[config.mk]
export PLATFORM = sky130hd
export DESIGN_NAME = route_transposition_cipher
export DESIGN_NICKNAME = d
export VERILOG_FILES = /design/src/sv/rtc_pkg.sv /design/src/sv/route_transposition_cipher.sv /design/src/sv/rtc_ram.sv /design/src/sv/rtc_front.sv /design/src/sv/rtc_queue.sv /design/src/sv/rtc_back.sv
export VERILOG_INCLUDE_DIRS = /design/src /design/src/sv
export SDC_FILE = /design/constraint.sdc
export NUM_CORES = 1
export LEC_CHECK = 0
export BUFFER_PORTS_ARGS = -buffer_cell sky130_fd_sc_hd__buf_2
export CAP_MARGIN = 5
export CORE_MARGIN = 4
export CORE_UTILIZATION = 50
export DETAILED_ROUTE_END_ITERATION = 10
export PLACE_DENSITY = 0.77
export SETUP_SLACK_MARGIN = 0.15
export SLEW_MARGIN = 20
export SYNTH_ARGS = -nofsm -noshare
export SYNTH_HDL_FRONTEND = slang
export SYNTH_SLANG_ARGS = --single-unit
[constraint.sdc]
create_clock -name clk -period 4.96 [get_ports clk]
set_input_delay 1.24 -clock clk [delete_from_list [all_inputs] [get_ports clk]]
set_output_delay 1.24 -clock clk [all_outputs]
set_load 0.02 [all_outputs]
[src/sv/route_transposition_cipher_assert.svh]
// ---------------------------------------------------------------------------
// Assertion macros for the route transposition cipher
// Clocked on clk, disabled while rst_n is low.
// ---------------------------------------------------------------------------
`ifndef ROUTE_TRANSPOSITION_CIPHER_ASSERT_SVH
`define ROUTE_TRANSPOSITION_CIPHER_ASSERT_SVH

// same-cycle implication
`define RTC_ASSERT_IMP(name, ante, cons, msg) \
    name: assert property (@(posedge clk) disable iff (!rst_n) (ante) |-> (cons)) \
        else $error(msg);

// next-cycle implication
`define RTC_ASSERT_NEXT(name, ante, cons, msg) \
    name: assert property (@(posedge clk) disable iff (!rst_n) (ante) |=> (cons)) \
        else $error(msg);

`endif

[src/sv/rtc_pkg.sv]
// ---------------------------------------------------------------------------
// rtc_pkg
// Shared constants, codes and types of the route transposition cipher.
// ---------------------------------------------------------------------------
package rtc_pkg;

    localparam int MAX_LETTERS = 64;
    localparam int AW          = $clog2(MAX_LETTERS);
    localparam int CW          = $clog2(MAX_LETTERS + 1);
    localparam int PW          = CW + 1;
    localparam int COL_W       = 7;
    localparam int CMPW        = (CW > COL_W) ? CW : COL_W;
    localparam int CODE_W      = 5;
    localparam int LETTER_W    = 7;
    localparam int CFG_IDX_W   = 1;
    localparam int QDEPTH      = 2;
    localparam int QPW         = $clog2(QDEPTH);
    localparam int QCW         = $clog2(QDEPTH + 1);

    localparam logic [CFG_IDX_W-1:0] REG_COLUMN_COUNT = 1'b0;
    localparam logic [CFG_IDX_W-1:0] REG_DECRYPT_MODE = 1'b1;

    localparam logic [7:0] UPPER_A = 8'd65;
    localparam logic [7:0] UPPER_Z = 8'd90;
    localparam logic [7:0] LOWER_A = 8'd97;
    localparam logic [7:0] LOWER_Z = 8'd122;
    localparam logic [LETTER_W-1:0] LETTER_BASE = 7'd65;

    typedef enum logic [1:0] {
        ST_OK       = 2'd0,
        ST_EMPTY    = 2'd1,
        ST_SHORT    = 2'd2,
        ST_OVERFLOW = 2'd3
    } status_t;

    // one finished message as handed from front to back
    typedef struct packed {
        status_t         status;
        logic [CW-1:0]   n;
        logic [CW-1:0]   cols;
        logic            decrypt;
    } job_t;

    typedef struct packed {
        logic empty;
        logic full;
    } q_stat_t;

endpackage

[src/sv/route_transposition_cipher.sv]
// ---------------------------------------------------------------------------
// route_transposition_cipher: one byte per cycle in while busy is low.
// An error message gives a single zero result; an ok message is copied
// from the store to scratch in route order, then emitted one letter a cycle.
// After an ok message, busy holds new messages until its store copy ends.
// Reset: 1 column, encrypt, empty message; RAMs are not cleared.
// ---------------------------------------------------------------------------
module route_transposition_cipher (
    input  logic                            clk,
    input  logic                            rst_n,
    input  logic                            start,
    input  logic [7:0]                      in_byte,
    input  logic                            in_last,
    output logic                            busy,
    input  logic                            cfg_we,
    input  logic [rtc_pkg::CFG_IDX_W-1:0]   cfg_index,
    input  logic [rtc_pkg::COL_W-1:0]       cfg_data,
    output logic                            result_valid,
    output logic [rtc_pkg::LETTER_W-1:0]    out_letter,
    output logic                            out_last,
    output logic [1:0]                      status
);

    rtc_pkg::q_stat_t           q_stat;
    rtc_pkg::job_t              push_job;
    rtc_pkg::job_t              head_job;
    logic                       q_push;
    logic                       q_pop;
    logic                       store_we;
    logic [rtc_pkg::AW-1:0]     store_waddr;
    logic [rtc_pkg::CODE_W-1:0] store_wdata;
    logic [rtc_pkg::AW-1:0]     store_raddr;
    logic [rtc_pkg::CODE_W-1:0] store_rdata;
    logic                       store_free;

    rtc_front u_front (
        .clk         (clk),
        .rst_n       (rst_n),
        .start       (start),
        .in_byte     (in_byte),
        .in_last     (in_last),
        .busy        (busy),
        .cfg_we      (cfg_we),
        .cfg_index   (cfg_index),
        .cfg_data    (cfg_data),
        .q_stat      (q_stat),
        .q_push      (q_push),
        .q_job       (push_job),
        .store_we    (store_we),
        .store_waddr (store_waddr),
        .store_wdata (store_wdata),
        .store_free  (store_free)
    );

    rtc_ram #(
        .WIDTH (rtc_pkg::CODE_W),
        .DEPTH (rtc_pkg::MAX_LETTERS)
    ) u_store (
        .clk   (clk),
        .we    (store_we),
        .waddr (store_waddr),
        .wdata (store_wdata),
        .raddr (store_raddr),
        .rdata (store_rdata)
    );

    rtc_queue u_queue (
        .clk      (clk),
        .rst_n    (rst_n),
        .push     (q_push),
        .push_job (push_job),
        .pop      (q_pop),
        .head     (head_job),
        .stat     (q_stat)
    );

    rtc_back u_back (
        .clk          (clk),
        .rst_n        (rst_n),
        .q_stat       (q_stat),
        .q_head       (head_job),
        .q_pop        (q_pop),
        .store_raddr  (store_raddr),
        .store_rdata  (store_rdata),
        .store_free   (store_free),
        .result_valid (result_valid),
        .out_letter   (out_letter),
        .out_last     (out_last),
        .status       (status)
    );

`include "route_transposition_cipher_assert.svh"

    `RTC_ASSERT_IMP(a_queue_no_overrun, q_push, !q_stat.full, "request pushed into full queue")
    `RTC_ASSERT_IMP(a_error_single, result_valid && (status != rtc_pkg::ST_OK), out_last && (out_letter == '0), "error result not a lone zero result")
    `RTC_ASSERT_IMP(a_letter_range, result_valid && (status == rtc_pkg::ST_OK), (out_letter >= rtc_pkg::LETTER_BASE) && (out_letter <= 7'd90), "ok result is not a capital letter")
    `RTC_ASSERT_NEXT(a_free_unlocks, store_free, busy == q_stat.full, "store release lost")

endmodule

[src/sv/rtc_ram.sv]
// ---------------------------------------------------------------------------
// rtc_ram
// Generic single-write, single-read RAM with registered read data.
// ---------------------------------------------------------------------------
module rtc_ram #(
    parameter int WIDTH = 8,
    parameter int DEPTH = 64
) (
    input  logic                     clk,
    input  logic                     we,
    input  logic [$clog2(DEPTH)-1:0] waddr,
    input  logic [WIDTH-1:0]         wdata,
    input  logic [$clog2(DEPTH)-1:0] raddr,
    output logic [WIDTH-1:0]         rdata
);

    logic [WIDTH-1:0] mem [DEPTH];

    always_ff @(posedge clk)
    begin
        if (we)
        begin
            mem[waddr] <= wdata;
        end
        rdata <= mem[raddr];
    end

endmodule

[src/sv/rtc_front.sv]
// ---------------------------------------------------------------------------
// rtc_front
// Accepts message bytes, keeps letters in the store and classifies each
// finished message into an ok or error request for the back end.
// ---------------------------------------------------------------------------
module rtc_front (
    input  logic                               clk,
    input  logic                               rst_n,
    input  logic                               start,
    input  logic [7:0]                         in_byte,
    input  logic                               in_last,
    output logic                               busy,
    input  logic                               cfg_we,
    input  logic [rtc_pkg::CFG_IDX_W-1:0]      cfg_index,
    input  logic [rtc_pkg::COL_W-1:0]          cfg_data,
    input  rtc_pkg::q_stat_t                   q_stat,
    output logic                               q_push,
    output rtc_pkg::job_t                      q_job,
    output logic                               store_we,
    output logic [rtc_pkg::AW-1:0]             store_waddr,
    output logic [rtc_pkg::CODE_W-1:0]         store_wdata,
    input  logic                               store_free
);

    logic [rtc_pkg::COL_W-1:0] column_count_reg, column_count_next;
    logic                      decrypt_mode_reg, decrypt_mode_next;
    logic [rtc_pkg::CW-1:0]    count_reg, count_next;
    logic                      overflow_reg, overflow_next;
    logic                      lock_reg, lock_next;

    logic                      accept;
    logic                      is_upper;
    logic                      is_lower;
    logic                      is_letter;
    logic                      have_room;
    logic [rtc_pkg::CW-1:0]    n_final;
    logic                      ovf_final;
    logic [rtc_pkg::COL_W-1:0] cols_eff;
    rtc_pkg::status_t          err;

    assign busy      = lock_reg || q_stat.full;
    assign accept    = start && !busy;
    assign is_upper  = (in_byte >= rtc_pkg::UPPER_A) && (in_byte <= rtc_pkg::UPPER_Z);
    assign is_lower  = (in_byte >= rtc_pkg::LOWER_A) && (in_byte <= rtc_pkg::LOWER_Z);
    assign is_letter = is_upper || is_lower;
    assign have_room = count_reg != rtc_pkg::CW'(rtc_pkg::MAX_LETTERS);

    assign store_we    = accept && is_letter && have_room;
    assign store_waddr = count_reg[rtc_pkg::AW-1:0];
    assign store_wdata = is_upper ? rtc_pkg::CODE_W'(in_byte - rtc_pkg::UPPER_A)
                                  : rtc_pkg::CODE_W'(in_byte - rtc_pkg::LOWER_A);

    assign n_final   = store_we ? count_reg + rtc_pkg::CW'(1) : count_reg;
    assign ovf_final = overflow_reg || (accept && is_letter && !have_room);
    // a key of zero columns acts as one
    assign cols_eff  = (column_count_reg == '0) ? rtc_pkg::COL_W'(1) : column_count_reg;

    always_comb
    begin
        if (n_final == '0)
        begin
            err = rtc_pkg::ST_EMPTY;
        end
        else if (ovf_final)
        begin
            err = rtc_pkg::ST_OVERFLOW;
        end
        else if (rtc_pkg::CMPW'(n_final) <= rtc_pkg::CMPW'(cols_eff))
        begin
            err = rtc_pkg::ST_SHORT;
        end
        else
        begin
            err = rtc_pkg::ST_OK;
        end
    end

    assign q_push        = accept && in_last;
    assign q_job.status  = err;
    assign q_job.n       = n_final;
    // ok requests have fewer columns than letters, so this cut is lossless
    assign q_job.cols    = rtc_pkg::CW'(cols_eff);
    assign q_job.decrypt = decrypt_mode_reg;

    always_comb
    begin
        column_count_next = column_count_reg;
        decrypt_mode_next = decrypt_mode_reg;
        count_next        = count_reg;
        overflow_next     = overflow_reg;
        lock_next         = lock_reg;

        if (cfg_we)
        begin
            unique case (cfg_index)
                rtc_pkg::REG_COLUMN_COUNT: column_count_next = cfg_data;
                rtc_pkg::REG_DECRYPT_MODE: decrypt_mode_next = cfg_data[0];
                default: ;
            endcase
        end

        if (accept)
        begin
            if (in_last)
            begin
                count_next    = '0;
                overflow_next = 1'b0;
            end
            else
            begin
                count_next    = n_final;
                overflow_next = ovf_final;
            end
        end

        // hold the store until the back end has copied it out
        if (store_free)
        begin
            lock_next = 1'b0;
        end
        if (q_push && (err == rtc_pkg::ST_OK))
        begin
            lock_next = 1'b1;
        end
    end

    always_ff @(posedge clk or negedge rst_n)
    begin
        if (!rst_n)
        begin
            column_count_reg <= rtc_pkg::COL_W'(1);
            decrypt_mode_reg <= 1'b0;
            count_reg        <= '0;
            overflow_reg     <= 1'b0;
            lock_reg         <= 1'b0;
        end
        else
        begin
            column_count_reg <= column_count_next;
            decrypt_mode_reg <= decrypt_mode_next;
            count_reg        <= count_next;
            overflow_reg     <= overflow_next;
            lock_reg         <= lock_next;
        end
    end

endmodule

[src/sv/rtc_queue.sv]
// ---------------------------------------------------------------------------
// rtc_queue
// Short request queue between front and back end.
// ---------------------------------------------------------------------------
module rtc_queue (
    input  logic             clk,
    input  logic             rst_n,
    input  logic             push,
    input  rtc_pkg::job_t    push_job,
    input  logic             pop,
    output rtc_pkg::job_t    head,
    output rtc_pkg::q_stat_t stat
);

    rtc_pkg::job_t           entry_reg [rtc_pkg::QDEPTH];
    logic [rtc_pkg::QPW-1:0] wptr_reg, wptr_next;
    logic [rtc_pkg::QPW-1:0] rptr_reg, rptr_next;
    logic [rtc_pkg::QCW-1:0] cnt_reg, cnt_next;
    logic                    do_push;
    logic                    do_pop;

    assign stat.empty = cnt_reg == '0;
    assign stat.full  = cnt_reg == rtc_pkg::QCW'(rtc_pkg::QDEPTH);
    assign head       = entry_reg[rptr_reg];
    assign do_push    = push && !stat.full;
    assign do_pop     = pop && !stat.empty;

    always_comb
    begin
        wptr_next = wptr_reg;
        rptr_next = rptr_reg;
        cnt_next  = cnt_reg;
        if (do_push)
        begin
            wptr_next = (wptr_reg == rtc_pkg::QPW'(rtc_pkg::QDEPTH - 1))
                        ? '0 : wptr_reg + rtc_pkg::QPW'(1);
        end
        if (do_pop)
        begin
            rptr_next = (rptr_reg == rtc_pkg::QPW'(rtc_pkg::QDEPTH - 1))
                        ? '0 : rptr_reg + rtc_pkg::QPW'(1);
        end
        if (do_push && !do_pop)
        begin
            cnt_next = cnt_reg + rtc_pkg::QCW'(1);
        end
        else if (do_pop && !do_push)
        begin
            cnt_next = cnt_reg - rtc_pkg::QCW'(1);
        end
    end

    always_ff @(posedge clk or negedge rst_n)
    begin
        if (!rst_n)
        begin
            wptr_reg <= '0;
            rptr_reg <= '0;
            cnt_reg  <= '0;
        end
        else
        begin
            wptr_reg <= wptr_next;
            rptr_reg <= rptr_next;
            cnt_reg  <= cnt_next;
        end
    end

    always_ff @(posedge clk)
    begin
        if (do_push)
        begin
            entry_reg[wptr_reg] <= push_job;
        end
    end

endmodule

[src/sv/rtc_back.sv]
// ---------------------------------------------------------------------------
// rtc_back
// Carries out queued requests: copies the store into the scratch RAM in
// route order, then emits the scratch RAM in order, or emits one error.
// ---------------------------------------------------------------------------
module rtc_back (
    input  logic                             clk,
    input  logic                             rst_n,
    input  rtc_pkg::q_stat_t                 q_stat,
    input  rtc_pkg::job_t                    q_head,
    output logic                             q_pop,
    output logic [rtc_pkg::AW-1:0]           store_raddr,
    input  logic [rtc_pkg::CODE_W-1:0]       store_rdata,
    output logic                             store_free,
    output logic                             result_valid,
    output logic [rtc_pkg::LETTER_W-1:0]     out_letter,
    output logic                             out_last,
    output logic [1:0]                       status
);

    typedef enum logic [1:0] {
        S_IDLE,
        S_PERM,
        S_DRAIN,
        S_OUT
    } state_t;

    state_t                 state_reg, state_next;
    rtc_pkg::job_t          job_reg, job_next;
    logic [rtc_pkg::CW-1:0] k_reg, k_next;
    logic [rtc_pkg::PW-1:0] pos_reg, pos_next;
    logic [rtc_pkg::CW-1:0] col_reg, col_next;
    logic [rtc_pkg::CW-1:0] t_reg, t_next;
    logic                   wpend_reg, wpend_next;
    logic [rtc_pkg::AW-1:0] waddr_reg, waddr_next;
    logic                   free_reg, free_next;
    logic                   res_valid_reg, res_valid_next;
    logic                   res_ram_reg, res_ram_next;
    logic                   res_last_reg, res_last_next;
    rtc_pkg::status_t       res_status_reg, res_status_next;

    logic [rtc_pkg::PW-1:0]     pos_step;
    logic [rtc_pkg::CW-1:0]     col_dec;
    logic [rtc_pkg::CW-1:0]     n_dec;
    logic [rtc_pkg::CODE_W-1:0] scr_rdata;

    assign pos_step = pos_reg + rtc_pkg::PW'(job_reg.cols);
    assign col_dec  = col_reg - rtc_pkg::CW'(1);
    assign n_dec    = job_reg.n - rtc_pkg::CW'(1);

    // encrypt gathers from the route, decrypt scatters onto it
    assign store_raddr = job_reg.decrypt ? k_reg[rtc_pkg::AW-1:0]
                                         : pos_reg[rtc_pkg::AW-1:0];

    rtc_ram #(
        .WIDTH (rtc_pkg::CODE_W),
        .DEPTH (rtc_pkg::MAX_LETTERS)
    ) u_scratch (
        .clk   (clk),
        .we    (wpend_reg),
        .waddr (waddr_reg),
        .wdata (store_rdata),
        .raddr (t_reg[rtc_pkg::AW-1:0]),
        .rdata (scr_rdata)
    );

    always_comb
    begin
        state_next      = state_reg;
        job_next        = job_reg;
        k_next          = k_reg;
        pos_next        = pos_reg;
        col_next        = col_reg;
        t_next          = t_reg;
        wpend_next      = 1'b0;
        waddr_next      = waddr_reg;
        free_next       = 1'b0;
        res_valid_next  = 1'b0;
        res_ram_next    = res_ram_reg;
        res_last_next   = res_last_reg;
        res_status_next = res_status_reg;
        q_pop           = 1'b0;

        unique case (state_reg)
            S_IDLE:
            begin
                if (!q_stat.empty)
                begin
                    q_pop = 1'b1;
                    if (q_head.status != rtc_pkg::ST_OK)
                    begin
                        res_valid_next  = 1'b1;
                        res_ram_next    = 1'b0;
                        res_last_next   = 1'b1;
                        res_status_next = q_head.status;
                    end
                    else
                    begin
                        job_next   = q_head;
                        k_next     = '0;
                        col_next   = q_head.cols - rtc_pkg::CW'(1);
                        pos_next   = rtc_pkg::PW'(q_head.cols) - rtc_pkg::PW'(1);
                        state_next = S_PERM;
                    end
                end
            end

            S_PERM:
            begin
                wpend_next = 1'b1;
                waddr_next = job_reg.decrypt ? pos_reg[rtc_pkg::AW-1:0]
                                             : k_reg[rtc_pkg::AW-1:0];
                k_next     = k_reg + rtc_pkg::CW'(1);
                // drop to the next column to the left past the bottom row
                if (pos_step >= rtc_pkg::PW'(job_reg.n))
                begin
                    col_next = col_dec;
                    pos_next = rtc_pkg::PW'(col_dec);
                end
                else
                begin
                    pos_next = pos_step;
                end
                if (k_reg == n_dec)
                begin
                    free_next  = 1'b1;
                    state_next = S_DRAIN;
                end
            end

            S_DRAIN:
            begin
                t_next     = '0;
                state_next = S_OUT;
            end

            S_OUT:
            begin
                res_valid_next  = 1'b1;
                res_ram_next    = 1'b1;
                res_last_next   = t_reg == n_dec;
                res_status_next = rtc_pkg::ST_OK;
                t_next          = t_reg + rtc_pkg::CW'(1);
                if (t_reg == n_dec)
                begin
                    state_next = S_IDLE;
                end
            end

            default:
            begin
                state_next = S_IDLE;
            end
        endcase
    end

    always_ff @(posedge clk or negedge rst_n)
    begin
        if (!rst_n)
        begin
            state_reg      <= S_IDLE;
            job_reg        <= '0;
            k_reg          <= '0;
            pos_reg        <= '0;
            col_reg        <= '0;
            t_reg          <= '0;
            wpend_reg      <= 1'b0;
            waddr_reg      <= '0;
            free_reg       <= 1'b0;
            res_valid_reg  <= 1'b0;
            res_ram_reg    <= 1'b0;
            res_last_reg   <= 1'b0;
            res_status_reg <= rtc_pkg::ST_OK;
        end
        else
        begin
            state_reg      <= state_next;
            job_reg        <= job_next;
            k_reg          <= k_next;
            pos_reg        <= pos_next;
            col_reg        <= col_next;
            t_reg          <= t_next;
            wpend_reg      <= wpend_next;
            waddr_reg      <= waddr_next;
            free_reg       <= free_next;
            res_valid_reg  <= res_valid_next;
            res_ram_reg    <= res_ram_next;
            res_last_reg   <= res_last_next;
            res_status_reg <= res_status_next;
        end
    end

    assign store_free   = free_reg;
    assign result_valid = res_valid_reg;
    assign out_letter   = res_ram_reg ? rtc_pkg::LETTER_W'(scr_rdata) + rtc_pkg::LETTER_BASE
                                      : '0;
    assign out_last     = res_last_reg;
    assign status       = res_status_reg;

endmodule

# Word level (Yosys, flattened, before mapping)
# Memory sizes are Yosys's and may differ from the RTL's. A register that Yosys moved wholly into a read port is not among the register bits.
# Index checks and enable logic that the tools add are counted.
[totals]
register_bits = 80
romBits = 0
output_inout_bits = 12
ram_bits = 674
in_bits = 21
latch_bits = 0
n_memories = 3
elab_cells = 159
[classes]
n_shift = 0
mul = 0
n_addsub = 15
bitwise_logic = 3
n_lt_le_gt_ge = 6
n_eq_ne = 13
n_reduce_logical = 39
div_mod_pow = 0
n_mux = 57
[memory_table]
columns = ["memory", "depth", "word_bits", "read_ports", "rd_ports_with_merged_regs", "write_ports", "line_no", "source"]
rows = [
  ["u_back.u_scratch.mem", 64, 5, 1, 1, 1, "rtc_ram.sv:17", "logic [WIDTH-1:0] mem [DEPTH];"],
  ["u_store.mem", 64, 5, 1, 1, 1, "rtc_ram.sv:17", ""],
  ["u_queue.entry_reg", 2, 17, 1, 0, 1, "rtc_queue.sv:15", "rtc_pkg::job_t entry_reg [rtc_pkg::QDEPTH];"],
]
[ops]
columns = ["op", "n"]
rows = [
  ["$mux W7", 9],
  ["$pmux W7 S2", 3],
  ["$mux W8", 3],
  ["$mux W1", 22],
  ["$mux W2", 11],
  ["$add A7 B1 Y7 const B", 3],
  ["$sub A7 B1 Y7 const B", 3],
  ["$ge A8 B7 Y1 const B", 2],
  ["$le A8 B7 Y1 const B", 2],
  ["$pmux W8 S2", 1],
  ["$eq A7 B7 Y1", 2],
  ["$logic_not A7 Y1", 2],
  ["$logic_and A1 B1 Y1", 12],
  ["$mux W6", 2],
  ["$reduce_bool A2 Y1", 6],
  ["$sub A5 B1 Y5 const B", 2],
  ["$reduce_and A3 Y1", 3],
  ["$add A8 B7 Y8", 1],
  ["$ge A8 B7 Y1", 1],
  ["$ne A2 B1 Y1 const B", 4],
  ["$pmux W2 S4", 1],
  ["$reduce_and A4 Y1", 2],
  ["$sub A7 B1 Y8 const B", 1],
  ["$add A5 B7 Y7 const B", 1],
  ["other kinds (16)", 34],
]

# Depth between registers and ports, before layout
# Gate-level depths: netlist (run 1).
[logic_depth]
depth_word = 14
ltp_mapped = 16
mapped_depth_nobuf = 15

# Hierarchy
# Synthesis (run 1) repeated with hierarchy kept, for this count alone.
[hier_totals]
hier_cells = 1884
hier_area_um2 = 32367.3
[modules_own_cells]
columns = ["module", "cells_each", "seq_area_each_um2", "area_per_inst_um2", "n_inst"]
rows = [
  ["rtc_ram", 610, 9709.3, 12768.5, 2],
  ["rtc_back", 428, 1476.4, 3917.5, 1],
  ["rtc_queue", 72, 1121.1, 1473.9, 1],
  ["rtc_front", 164, 426.7, 1438.9, 1],
]

# Least setup slack after synthesis (run 1)
# Ideal clock, no wire load.
[synth_timing]
kind = "input to register"
from = "input port in_byte[0]"
to = "memory u_store.mem[0][4] (netlist bit), data pin"
t_required_ps = 4391
cell_stages = 4
t_arrival_ps = 4600
path_buffers = 0
slack_ps = -209
setup_time_ps = 569
cell_sequence = "inv_1 -> ha_1 -> or3b_1 -> xnor2_1"
[synth_between]
elab_chain_len = 3
word_cells_on_any_way = 6
cone_classes = "2 x add/sub; 2 x order compare; 1 x mux; 1 x reduce/logical"
[synth_rtl]
columns = ["item", "line_no", "source"]
rows = [
  ["start, declared", "route_transposition_cipher.sv:12", "input logic [7:0] in_byte,"],
  ["$ge A8 B7 Y1 / $le A8 B7 Y1 (equally long branches)", "rtc_front.sv:43", "assign is_upper = (in_byte >= rtc_pkg::UPPER_A) && (in_byte <= rtc_pkg::UPPER_Z);"],
  ["$logic_and A1 B1 Y1", "rtc_front.sv:43", ""],
  ["$mux W5 *", "rtc_front.sv:50", "assign store_wdata = is_upper ? rtc_pkg::CODE_W'(in_byte - rtc_pkg::UPPER_A)"],
  ["named net store_wdata, one bit", "route_transposition_cipher.sv:31", "logic [rtc_pkg::CODE_W-1:0] store_wdata;"],
  ["end, declared", "rtc_ram.sv:17", ""],
]
# The timed path passes the listed nets; every way through them passes the cells marked *.

# Worst setup path in the final report (run 1)
[layout_timing]
from = "input port in_byte[0]"
to = "memory u_store.mem[14][3] (netlist bit), enable pin"
[layout_between]
elab_chain_len = 7
word_cells_on_any_way = 11
cone_classes = "4 x order compare; 2 x mux; 5 x reduce/logical"
[layout_rtl]
columns = ["item", "line_no", "source"]
rows = [
  ["$ge A8 B7 Y1, or another cell as far along", "rtc_front.sv:43", ""],
  ["$logic_and A1 B1 Y1 (on tied branches)", "rtc_front.sv:43, rtc_front.sv:44", ""],
  ["$logic_or A1 B1 Y1 *", "rtc_front.sv:45", "assign is_letter = is_upper || is_lower;"],
  ["$logic_and A1 B1 Y1 * (2 in series)", "rtc_front.sv:48", "assign store_we = accept && is_letter && have_room;"],
  ["$mux W1 *", "rtc_ram.sv:21", "if (we)"],
  ["$mux W1 (implied by the code) *", "rtc_ram.sv:23", "mem[waddr] <= wdata;"],
]
# Mark *: on every way between the ends. The rest lies on a longest branch, timed or not.

==> results of run 1 <==
## worst max-delay path: cells and delay by family
family,cells,cell delay (ps)
compound gates,1,120
fa+ha+maj,1,280
buf+inv,2,250
simple gates,5,2480
## final cells by class
cell class / count / area (sq um)
Timing Repair Buffer: 66 / 455
Multi-Input combinational cell: 926 / 8870
Fill cell: 4650 / 27600
Clock inverter: 44 / 397
Inverter: 34 / 131
Sequential cell: 764 / 22500
Tap cell: 846 / 1060
Clock buffer: 91 / 2000
## per-stage QoR
step                power [uW]  cell area, sq um  hold WS, ps  utilization (%)  std cells
floorplan                13100             31800          437                -       1823
global placement         14700             33000          461             52.4       2636
detailed placement       14900             33000          472             52.4       2636
CTS                      20400             35400          485             56.2       2771
global route             21300             35400          499             56.2       2771
finish                   20300             35400          480             56.2       2771
## cells in the final DEF, fill, tap and decap left out, types with 7 or more instances in the layout
cell / Yosys / layout
dfrtp_1: 79 / 77
nor3_1: 15 / 14
o21ai_0: 45 / 45
nor2_1: 183 / 183
edfxtp_1: 674 / 674
nand4_1: 9 / 9
buf_4: 5 / 32
a31oi_1: 12 / 12
nand3_1: 32 / 32
buf_2: 19 / 31
a211oi_1: 30 / 30
mux4_2: 185 / 185
ha_1: 36 / 36
o31ai_1: 8 / 8
inv_1: 32 / 30
a21o_1: 7 / 7
nor2b_1: 8 / 8
a21oi_1: 40 / 40
xnor2_1: 32 / 31
xor2_1: 24 / 22
clkbuf_16: 0 / 76
mux2i_1: 32 / 28
nand3b_1: 7 / 7
and2_1: 26 / 26
nand2_1: 106 / 106
a311oi_1: 11 / 11
mux2_2: 13 / 13
clkinv_1: 1 / 15
clkinv_2: 0 / 12
clkbuf_1: 59 / 11
## Yosys cell counts, types with 24 or more instances
library cell	instances
and2_1	26
nand3_1	32
dfrtp_1	79
ha_1	36
o21ai_0	45
inv_1	32
a211oi_1	30
a21oi_1	40
xnor2_1	32
clkbuf_1	59
edfxtp_1	674
nand2_1	106
mux4_2	185
xor2_1	24
mux2i_1	32
nor2_1	183
## power groups by stage
stage | Sequential (uW) | Clock [uW] | Combinational (uW)
6_report | 8510 | 5530 | 6240
5_1_grt | 8570 | 5920 | 6790
4_1_cts | 8510 | 5600 | 6300
3_5_place_dp | 8640 | 0 | 6220
3_3_place_gp | 8590 | 0 | 6090
2_1_floorplan | 8390 | 0 | 4680
## logic make-up (layout without fill, tap and decap cells)
kind of cell | after synthesis | after routing | synth area share [%]
flip-flops | 764 | 764 | 70.6
AND/OR/NAND/NOR | 418 | 418 | 5.99
multiplexers | 231 | 231 | 14.6
AO/OA/AOI/OAI | 182 | 182 | 3.82
buffers and inverters | 133 | 235 | 1.80
XOR/XNOR | 57 | 57 | 1.61
adder cells (fa/ha/maj) | 38 | 38 | 1.51
## layer usage
| layer | routed length (microns) | part of all wire [%] |
|---|---|---|
| met1 | 26900 | 40 |
| met2 | 33700 | 50 |
| met3 | 5290 | 7.8 |
| met4 | 1950 | 2.9 |
| met5 | 10 | 0.015 |
## path summary, 6_finish.rpt
| check | from | to | cells after the start |
|---|---|---|---|
| max | in_byte[0] | u_store.mem[14][3]$_DFFE_PP_ | 9 |
| min | u_back.job_reg[14]$_DFFE_PN0P_ | u_back.job_reg[14]$_DFFE_PN0P_ | 2 |
| max reg2reg | u_back.pos_reg[0]$_DFFE_PN0P_ | u_back.pos_reg[4]$_DFFE_PN0P_ | 13 |
| min reg2reg | u_back.job_reg[14]$_DFFE_PN0P_ | u_back.job_reg[14]$_DFFE_PN0P_ | 2 |
| max in group asynchronous | rst_n | u_back.t_reg[5]$_DFFE_PN0P_ | 2 |
| min in group asynchronous | rst_n | u_back.col_reg[5]$_DFFE_PN0P_ | 1 |
==> results by group, run 1 <==
GRT
  • First-pass GRT wire length: 105 mm
  • Largest net degree at the start of global routing: 72
  • GRT met1 Usage: 28.2%
  • Grt met3 use: 3.36%
  • GRT busiest layer: met2
  • GR Util All Layers: 20.4%
  • Initial antenna violation count: 1
  • Met2 Use GR: 33.5%
  • Vias in the first global route: 17000
  • Grt total ovfl: 0

Timing
  • Worst Skew: 35.1 ps
  • # setup viols final: 0
  • RSZ-0062 raised after global routing: false
  • Final Hold Vio Count: 0
  • Fin Setup TNS: 0 ps
  • Slew Viols, Final: 0
  • Fmax: 243 MHz
  • Period utilization: 83.1%
  • Fin crit period: 4120 ps
  • Worst-margin pin slew: 1080 ps
  • Final worst slack: 840 ps
  • Rel. slew slack: 26.6%

Power and ir drop
  • Flop pwr share: 41.9%
  • Int Pwr: 13700 uW
  • Combinational power share: 30.8%
  • Maximum vdd drop: 0.405 mV
  • P per Cell Area: 573 nW/um^2
  • Clk pwr share: 27.3%
  • Leak Pwr: 0.0117 uW
  • Switch Pwr: 6580 uW
  • Sw Ratio: 32.4%

Place
  • GP Congestion: 0.889
  • I/O Buffers: 32
  • Place WS: 216 ps
  • Dpl hpwl: 40.5 mm

Floorplanning
  • Die height: 260 microns
  • Chip Width: 260 microns
  • Initial core utilization: 50.5%
  • Top-Level Pins: 33
  • Standard-cell row count: 92
  • Die ar.: 67600 sq um
  • Core box area: 63000 sq um

Critical path
  • Worst-path maximum fanout: 8
  • Maximum single-stage delay on the critical path: 690 ps
  • Critical Path Start Type: primary input
  • Crit Path Class: in2reg
  • Worst-path cell chain: buf_2, clkinvlp_4, ha_1, or3b_1, o311ai_4, or3_4, nor3_1, nand3_1, nor2_1
  • CP Capture Type: register
  • Crit-path slowest cell: nand3_1
  • Worst Path Required: 5220 ps
  • Crit path DAT: 4380 ps
  • Reg2reg setup slack: 1240 ps

Synth
  • Ys async rst share: 10.5%
  • Synth Warn #: 0
  • Largest area contributor in the netlist: edfxtp_1
  • Sequential element share of the synthesized area: 70.6%
  • Number of enable flip-flop cells after synthesis: 674
  • Post-Syn Area: 31800 sq um
  • Top cell type's share of synthesized area: 63.7%
  • Post-synthesis area per instance: 17.4 sq um
  • Synth area leaders: edfxtp_1, mux4_2, dfrtp_1
  • Most used DFF post-synth: edfxtp_1
  • Seq cells post-synth: 764
  • Syn_nets: 1881
  • Netlist cell types: 71
  • Cell count after synthesis: 1823

Drt
  • Routed wire per std cell: 24.5 microns
  • Initial DRC count: 1514
  • Final ANT Viol Nets: 0
  • Vias: 16800
  • DRC viols: 0
  • DRT Pass-1 Iters: 5
  • Post-DR vias/cell: 6.06
  • Routed WL: 67.9 mm

Clock tree
  • CTS Buf Count: 75
  • Longest Clk Path Bufs: 3
  • Post-CTS Setup Inserts: 0
  • Cts hold-fix bufs: 0
  • Latest clock arrival within the worst-skew pair: 640 ps
  • CTS root buffer: clkbuf_16
  • H-Tree Depth: 3
  • CTS Sinks: 764
  • Clk pin slew, worst setup/hold paths: 60 ps
  • CTS tree: yes
  • # resized after CTS: 0

Finish
  • Area Growth Syn to Fin: 11.3%
  • Inserted Diodes: 0
  • Layout Nets: 1925
  • Layout cell share with drive strength beyond 1: 21.5%

Flow run
  • Max Cap Violations: 0

Outcome
  • Status: complete, no violations

Worst hold path
  • HP Class: reg2reg
Note: power is estimated with default switching activity, not from simulation.
==> inputs of run 2 (changes only) <==
- clock period: 4.96 -> 4 ns (I/O delays scaled with it)
==> run 2 against run 1 <==
Against the previous run: via count fell by 0.27%; utilization rose by 0.44 points; wire length fell by 2.9%; critical endpoint is now u_back.col_reg[3]$_DFFE_PN0P_; total power rose by 25%; critical path depth rose by 4; cell count rose by 0.83%; worst setup slack got worse by 390 ps.
==> results by group, run 2 (synthesized netlist as in run 1, its figures left out) <==
Floorplanning
  • Standard-cell row count: 92 (unchanged)
  • Chip Width: 260 microns (unchanged)
  • Die ar.: 67600 sq um (unchanged)
  • Die height: 260 microns (unchanged)
  • Initial core utilization: 50.5% (unchanged)
  • Core box area: 63000 sq um (unchanged)
  • Top-Level Pins: 33 (unchanged)

Clock tree
  • CTS Buf Count: 76 (+1.3%)
  • Cts hold-fix bufs: 0 (unchanged)
  • CTS Sinks: 764 (unchanged)
  • Post-CTS Setup Inserts: 0 (unchanged)
  • # resized after CTS: 0 (unchanged)
  • Clk pin slew, worst setup/hold paths: 60 ps (about the same)
  • H-Tree Depth: 3 (unchanged)
  • CTS tree: yes
  • Longest Clk Path Bufs: 3 (unchanged)
  • CTS root buffer: clkbuf_16
  • Latest clock arrival within the worst-skew pair: 620 ps (-20 ps)

Critical path
  • Worst-path cell chain: ha_1, fa_1, a21o_1, a21oi_1, xnor2_1, ha_1, a21oi_1, o31ai_1, a21o_1, a211o_1, o21ai_1, buf_4, mux2_2
  • Crit Path Class: reg2reg
  • Crit path DAT: 4050 ps (-330 ps)
  • Maximum single-stage delay on the critical path: 450 ps (-240 ps)
  • CP Capture Type: register
  • Crit-path slowest cell: fa_1
  • Critical Path Start Type: register
  • Worst Path Required: 4500 ps (-720 ps)
  • Worst-path maximum fanout: 13 (+5)

Finish
  • Layout Nets: 1946 (+1.1%)
  • Commonest cells after routing, fill and taps aside: edfxtp_1, mux4_2, nor2_1
  • Inserted Diodes: 0 (unchanged)
  • Fin area: 35600 sq um (+0.78%)
  • Layout cell share with drive strength beyond 1: 22.4% (+0.98 points)
  • Fillers: 4580 (-1.5%)
  • Commonest non-fill, non-tap cell in the layout: edfxtp_1
  • Area Growth Syn to Fin: 12.2%
  • Area occupied by multi-input gates: 8950 sq um (+0.90%)
  • Sequential cell area: 22500 sq um (about the same)

Drt
  • Initial DRC count: 1764 (+17%)
  • Routed WL: 65.9 mm (-2.9%)
  • Routed wire per std cell: 23.6 microns (-3.7%)
  • Final ANT Viol Nets: 0 (unchanged)
  • DRT Pass-1 Iters: 5 (unchanged)
  • DRC viols: 0 (unchanged)
  • Vias: 16800 (-0.27%)
  • Post-DR vias/cell: 5.99 (-1.1%)

Timing
  • RSZ-0062 raised after global routing: false
  • Slew Viols, Final: 0 (unchanged)
  • Worst Skew: 27.4 ps (-7.68 ps)
  • Rel. slew slack: 34.5% (+7.8 points)
  • Fmax: 282 MHz
  • Worst-margin pin slew: 963 ps (-117 ps)
  • Fin crit period: 3550 ps
  • # setup viols final: 0 (unchanged)
  • Hold Slack: 308 ps (-172 ps)
  • Final Hold Vio Count: 0 (unchanged)
  • Period utilization: 88.7%

Power and ir drop
  • P per Cell Area: 709 nW/um^2 (+24%)
  • Leak Pwr: 0.0118 uW (+1.0%)
  • Maximum vdd drop: 0.539 mV (+33%)

GRT
  • Grt total ovfl: 0 (unchanged)
  • Initial antenna violation count: 0 (-1)
  • GR Util All Layers: 19.9% (-0.48 points)
  • First-pass GRT wire length: 103 mm (-1.8%)
  • Largest net degree at the start of global routing: 65 (-9.7%)
  • Vias in the first global route: 17300 (+1.6%)

Place
  • GP Congestion: 0.855 (-3.8%)
  • I/O Buffers: 32 (unchanged)
  • Dpl cell area: 33200 sq um (+0.74%)
  • Dpl hpwl: 40.3 mm (-0.55%)

Worst hold path
  • HP Class: in2async

Outcome
  • Status: complete, no violations

Flow run
  • Max Cap Violations: 0 (unchanged)
==> run 2: changes by cell type in the layout (fill, tap and decap cells not counted), sizes merged <==
| cell | delta |
|---|---|
| buf | +20 |
| bufinv | -1 |
| clkbuf | +10 |
| clkinv | -1 |
| clkinvlp | -2 |
| inv | -3 |
==> run 2: through the flow <==
step / instances / TNS, ps / util [%] / setup slack [ps] / power [uW]
floorplan: 1823 / -5560 / - / -204 / 16200
global placement: 2653 / 0 / 52.8 / 70.0 / 18200
detailed placement: 2653 / -257 / 52.8 / -130 / 18500
CTS: 2791 / 0 / 56.5 / 299 / 25300
global route: 2794 / 0 / 56.6 / 218 / 26500
finish: 2794 / 0 / 56.6 / 453 / 25300
==> run 2: final timing paths <==
check	start	depth (start not counted)	slack [ps]	endpoint
min in group clk	u_front.decrypt_mode_reg$_DFFE_PN0P_	0	480	u_queue.entry_reg[1][0]$_DFFE_PP_
worst min-delay path	rst_n	1	310	u_back.job_reg[5]$_DFFE_PN0P_
worst max-delay path	u_back.pos_reg[0]$_DFFE_PN0P_	13	450	u_back.col_reg[3]$_DFFE_PN0P_
worst min register to register	u_front.decrypt_mode_reg$_DFFE_PN0P_	0	480	u_queue.entry_reg[1][0]$_DFFE_PP_
worst max register to register	u_back.pos_reg[0]$_DFFE_PN0P_	13	450	u_back.col_reg[3]$_DFFE_PN0P_
max in group asynchronous	rst_n	2	2890	u_back.t_reg[3]$_DFFE_PN0P_
==> run 2: final cells by class <==
type,count,share of cell area [%]
clock inverters,37,0.863
clock buffers,101,5.83
multi-input cells,926,25.1
repair buffers,86,1.84
flip-flops and latches,764,63.0
inverters,34,0.369
well taps,846,2.97
==> run 2: layer usage <==
layer / wire, microns / vias to the layer above / track usage (%)
met5: 0 / - / 0
met4: 1590 / 0 / 5.76
met3: 5030 / 114 / 4.01
met2: 32800 / 747 / 32.6
met1: 26500 / 8596 / 27.5
li1: - / 7293 / -
==> run 2: where the power goes <==
part	switching [uW]	internal [uW]
clock	2960	3820
combinational	4200	3590
sequential	960	9740
total	8130	17200
==> run 2: worst max-delay path, delay by kind of cell (launching register included) <==
| family | cells | cell delay, ps |
|---|---|---|
| AO/OA/AOI/OAI | 7 | 1250 |
| XOR/XNOR | 1 | 180 |
| adder cells (fa/ha/maj) | 3 | 990 |
| buffers and inverters | 1 | 200 |
| flip-flops | 1 | 440 |
| multiplexers | 1 | 350 |
==> inputs of run 3 (changes only) <==
- ABC_CLOCK_PERIOD_IN_PS: unset -> 4000
- RECOVER_POWER: unset -> 25
==> run 3 against run 2 <==
Against the previous run: the run now ends with max-capacitance violations, max-slew violations left; clock-buffer cell count stayed put; hold slack improved by 170 ps; cell count is the same; global-route usage unchanged; utilization about the same; final area hardly changed; flip-flop and latch count did not move; register-to-register slack about the same; clock skew hardly changed; clock power is essentially flat; fmax is essentially flat; critical path type unchanged.
==> results by group, run 3 (synthesized netlist as in run 1, its figures left out) <==
Timing
  • Fin crit period: 3550 ps (+0.0440 ps)
  • Period utilization: 88.7% (about the same)
  • RSZ-0062 raised after global routing: false
  • Worst Skew: 27.5 ps (+0.0943 ps)
  • # setup viols final: 0 (unchanged)
  • Slew Viols, Final: 356 (+356)
  • Worst-margin pin slew: 2700 ps (+1740 ps)
  • Fmax: 282 MHz (about the same)
  • Rel. slew slack: -80.0% (-110 points)
  • Final Hold Vio Count: 0 (unchanged)

Worst hold path
  • Hold path depth: 0
  • HP Class: reg2reg
  • HP Start: u_front.decrypt_mode_reg$_DFFE_PN0P_
  • Worst Hold Endpoint: u_queue.entry_reg[1][0]$_DFFE_PP_

Flow run
  • Max Cap Violations: 6 (+6)

Clock tree
  • H-Tree Depth: 3 (unchanged)
  • Post-CTS Setup Inserts: 0 (unchanged)
  • CTS root buffer: clkbuf_16
  • Latest clock arrival within the worst-skew pair: 620 ps (about the same)
  • Longest Clk Path Bufs: 3 (unchanged)
  • Cts hold-fix bufs: 0 (unchanged)
  • # resized after CTS: 0 (unchanged)
  • CTS tree: yes
  • CTS Buf Count: 76 (unchanged)
  • Clk pin slew, worst setup/hold paths: 60 ps (about the same)
  • CTS Sinks: 764 (unchanged)

Place
  • GP Congestion: 0.855 (unchanged)
  • Dpl hpwl: 40.3 mm (unchanged)
  • Dpl cell area: 33200 sq um (unchanged)
  • I/O Buffers: 32 (unchanged)

GRT
  • Grt total ovfl: 0 (unchanged)
  • GR Util All Layers: 19.9% (unchanged)
  • Largest net degree at the start of global routing: 65 (unchanged)
  • First-pass GRT wire length: 103 mm (unchanged)
  • Initial antenna violation count: 0 (unchanged)
  • Vias in the first global route: 17300 (unchanged)

Drt
  • Post-DR vias/cell: 6.03 (+0.54%)
  • DRT Pass-1 Iters: 5 (unchanged)
  • Routed wire per std cell: 23.6 microns (-0.10%)
  • Routed WL: 65.8 mm (-0.10%)
  • DRC viols: 0 (unchanged)
  • Vias: 16800 (+0.54%)
  • Initial DRC count: 1775 (+0.62%)
  • Final ANT Viol Nets: 0 (unchanged)

Critical path
  • Worst-path maximum fanout: 13 (unchanged)
  • CP Capture Type: register
  • Crit path DAT: 4040 ps (about the same)
  • Critical Path Start Type: register
  • Reg2reg setup slack: 450 ps (about the same)
  • Reg-to-Reg End: u_back.col_reg[3]$_DFFE_PN0P_
  • Worst Path Required: 4500 ps (about the same)
  • Crit Path Class: reg2reg
  • Reg-to-reg startpoint: u_back.pos_reg[0]$_DFFE_PN0P_
  • Worst reg-to-reg path cell count: 13 (unchanged)

Floorplanning
  • Top-Level Pins: 33 (unchanged)
  • Standard-cell row count: 92 (unchanged)
  • Die ar.: 67600 sq um (unchanged)
  • Core box area: 63000 sq um (unchanged)
  • Initial core utilization: 50.5% (unchanged)
  • Die height: 260 microns (unchanged)
  • Chip Width: 260 microns (unchanged)

Finish
  • Fin area: 35600 sq um (about the same)
  • Area Growth Syn to Fin: 12.1% (about the same)
  • Commonest non-fill, non-tap cell in the layout: edfxtp_1
  • Layout cell share with drive strength beyond 1: 22.1% (-0.36 points)
  • Commonest cells after routing, fill and taps aside: edfxtp_1, mux4_2, nor2_1
  • Fillers: 4589 (+0.20%)
  • Layout Nets: 1946 (unchanged)
  • Inserted Diodes: 0 (unchanged)

Power and ir drop
  • P per Cell Area: 710 nW/um^2 (+0.18%)
  • Leak Pwr: 0.0118 uW (-0.10%)
  • Maximum vdd drop: 0.538 mV (about the same)
  • Total Power: 25300 uW (+0.10%)

Outcome
  • Failing checks: max-capacitance violations, max-slew violations
  • Status: finished, violations left
[run 3: critical path: stages (launching register included)]
cell and delay (ps):
dfrtp_1 440, ha_1 260, fa_1 460, a21o_1 170
a21oi_1 220, xnor2_1 180, ha_1 280, a21oi_1 120
o31ai_1 80, a21o_1 230, a211o_1 300, o21ai_1 130
buf_4 200, mux2_2 350
[run 3: through the flow]
stage | utilization, % | cells | setup slack [ps] | TNS [ps] | hold slack (ps)
floorplan | - | 1823 | -204 | -5560 | 437
global placement | 52.8 | 2653 | 70.0 | 0 | 456
detailed placement | 52.8 | 2653 | -130 | -257 | 466
CTS | 56.5 | 2791 | 299 | 0 | 297
global route | 56.6 | 2794 | 218 | 0 | 490
finish | 56.6 | 2794 | 453 | 0 | 477
[run 3: layout make-up]
type	instances	area, sq um	share of cell area [%]
inverters	34	131	0.369
clock inverters	37	308	0.864
multi-input cells	926	8950	25.1
flip-flops and latches	764	22500	63.0
repair buffers	86	644	1.81
clock buffers	101	2080	5.83
well taps	846	1060	2.97
[run 3: metal layers]
layer | track usage (%) | vias to the layer above | part of all wire (%)
met5 | 0 | - | 0
met4 | 5.76 | 0 | 2.4
met3 | 4.01 | 112 | 7.7
met2 | 32.6 | 758 | 50
met1 | 27.5 | 8677 | 40
li1 | - | 7293 | -
[run 3: power by group]
part	switching (uW)	internal, uW	leakage [uW]
registers	951	9790	0.00715
logic	4200	3590	0.00346
clock network	2960	3820	0.00115
[run 3: how the worst max path moves through the flow]
stage,startpoint,end,slack (ps),cells after the start
3_5_place_dp,in_byte[0],u_front.lock_reg$_DFFE_PN0P_,-130,14
3_3_place_gp,in_byte[0],u_front.lock_reg$_DFFE_PN0P_,70,14
2_1_floorplan,in_byte[0],u_queue.entry_reg[0][16]$_DFFE_PP_,-200,13
6_report,u_back.pos_reg[0]$_DFFE_PN0P_,u_back.col_reg[3]$_DFFE_PN0P_,450,13
4_1_cts,u_back.pos_reg[0]$_DFFE_PN0P_,u_back.pos_reg[4]$_DFFE_PN0P_,300,13
5_1_grt,u_back.pos_reg[0]$_DFFE_PN0P_,u_back.pos_reg[4]$_DFFE_PN0P_,220,13
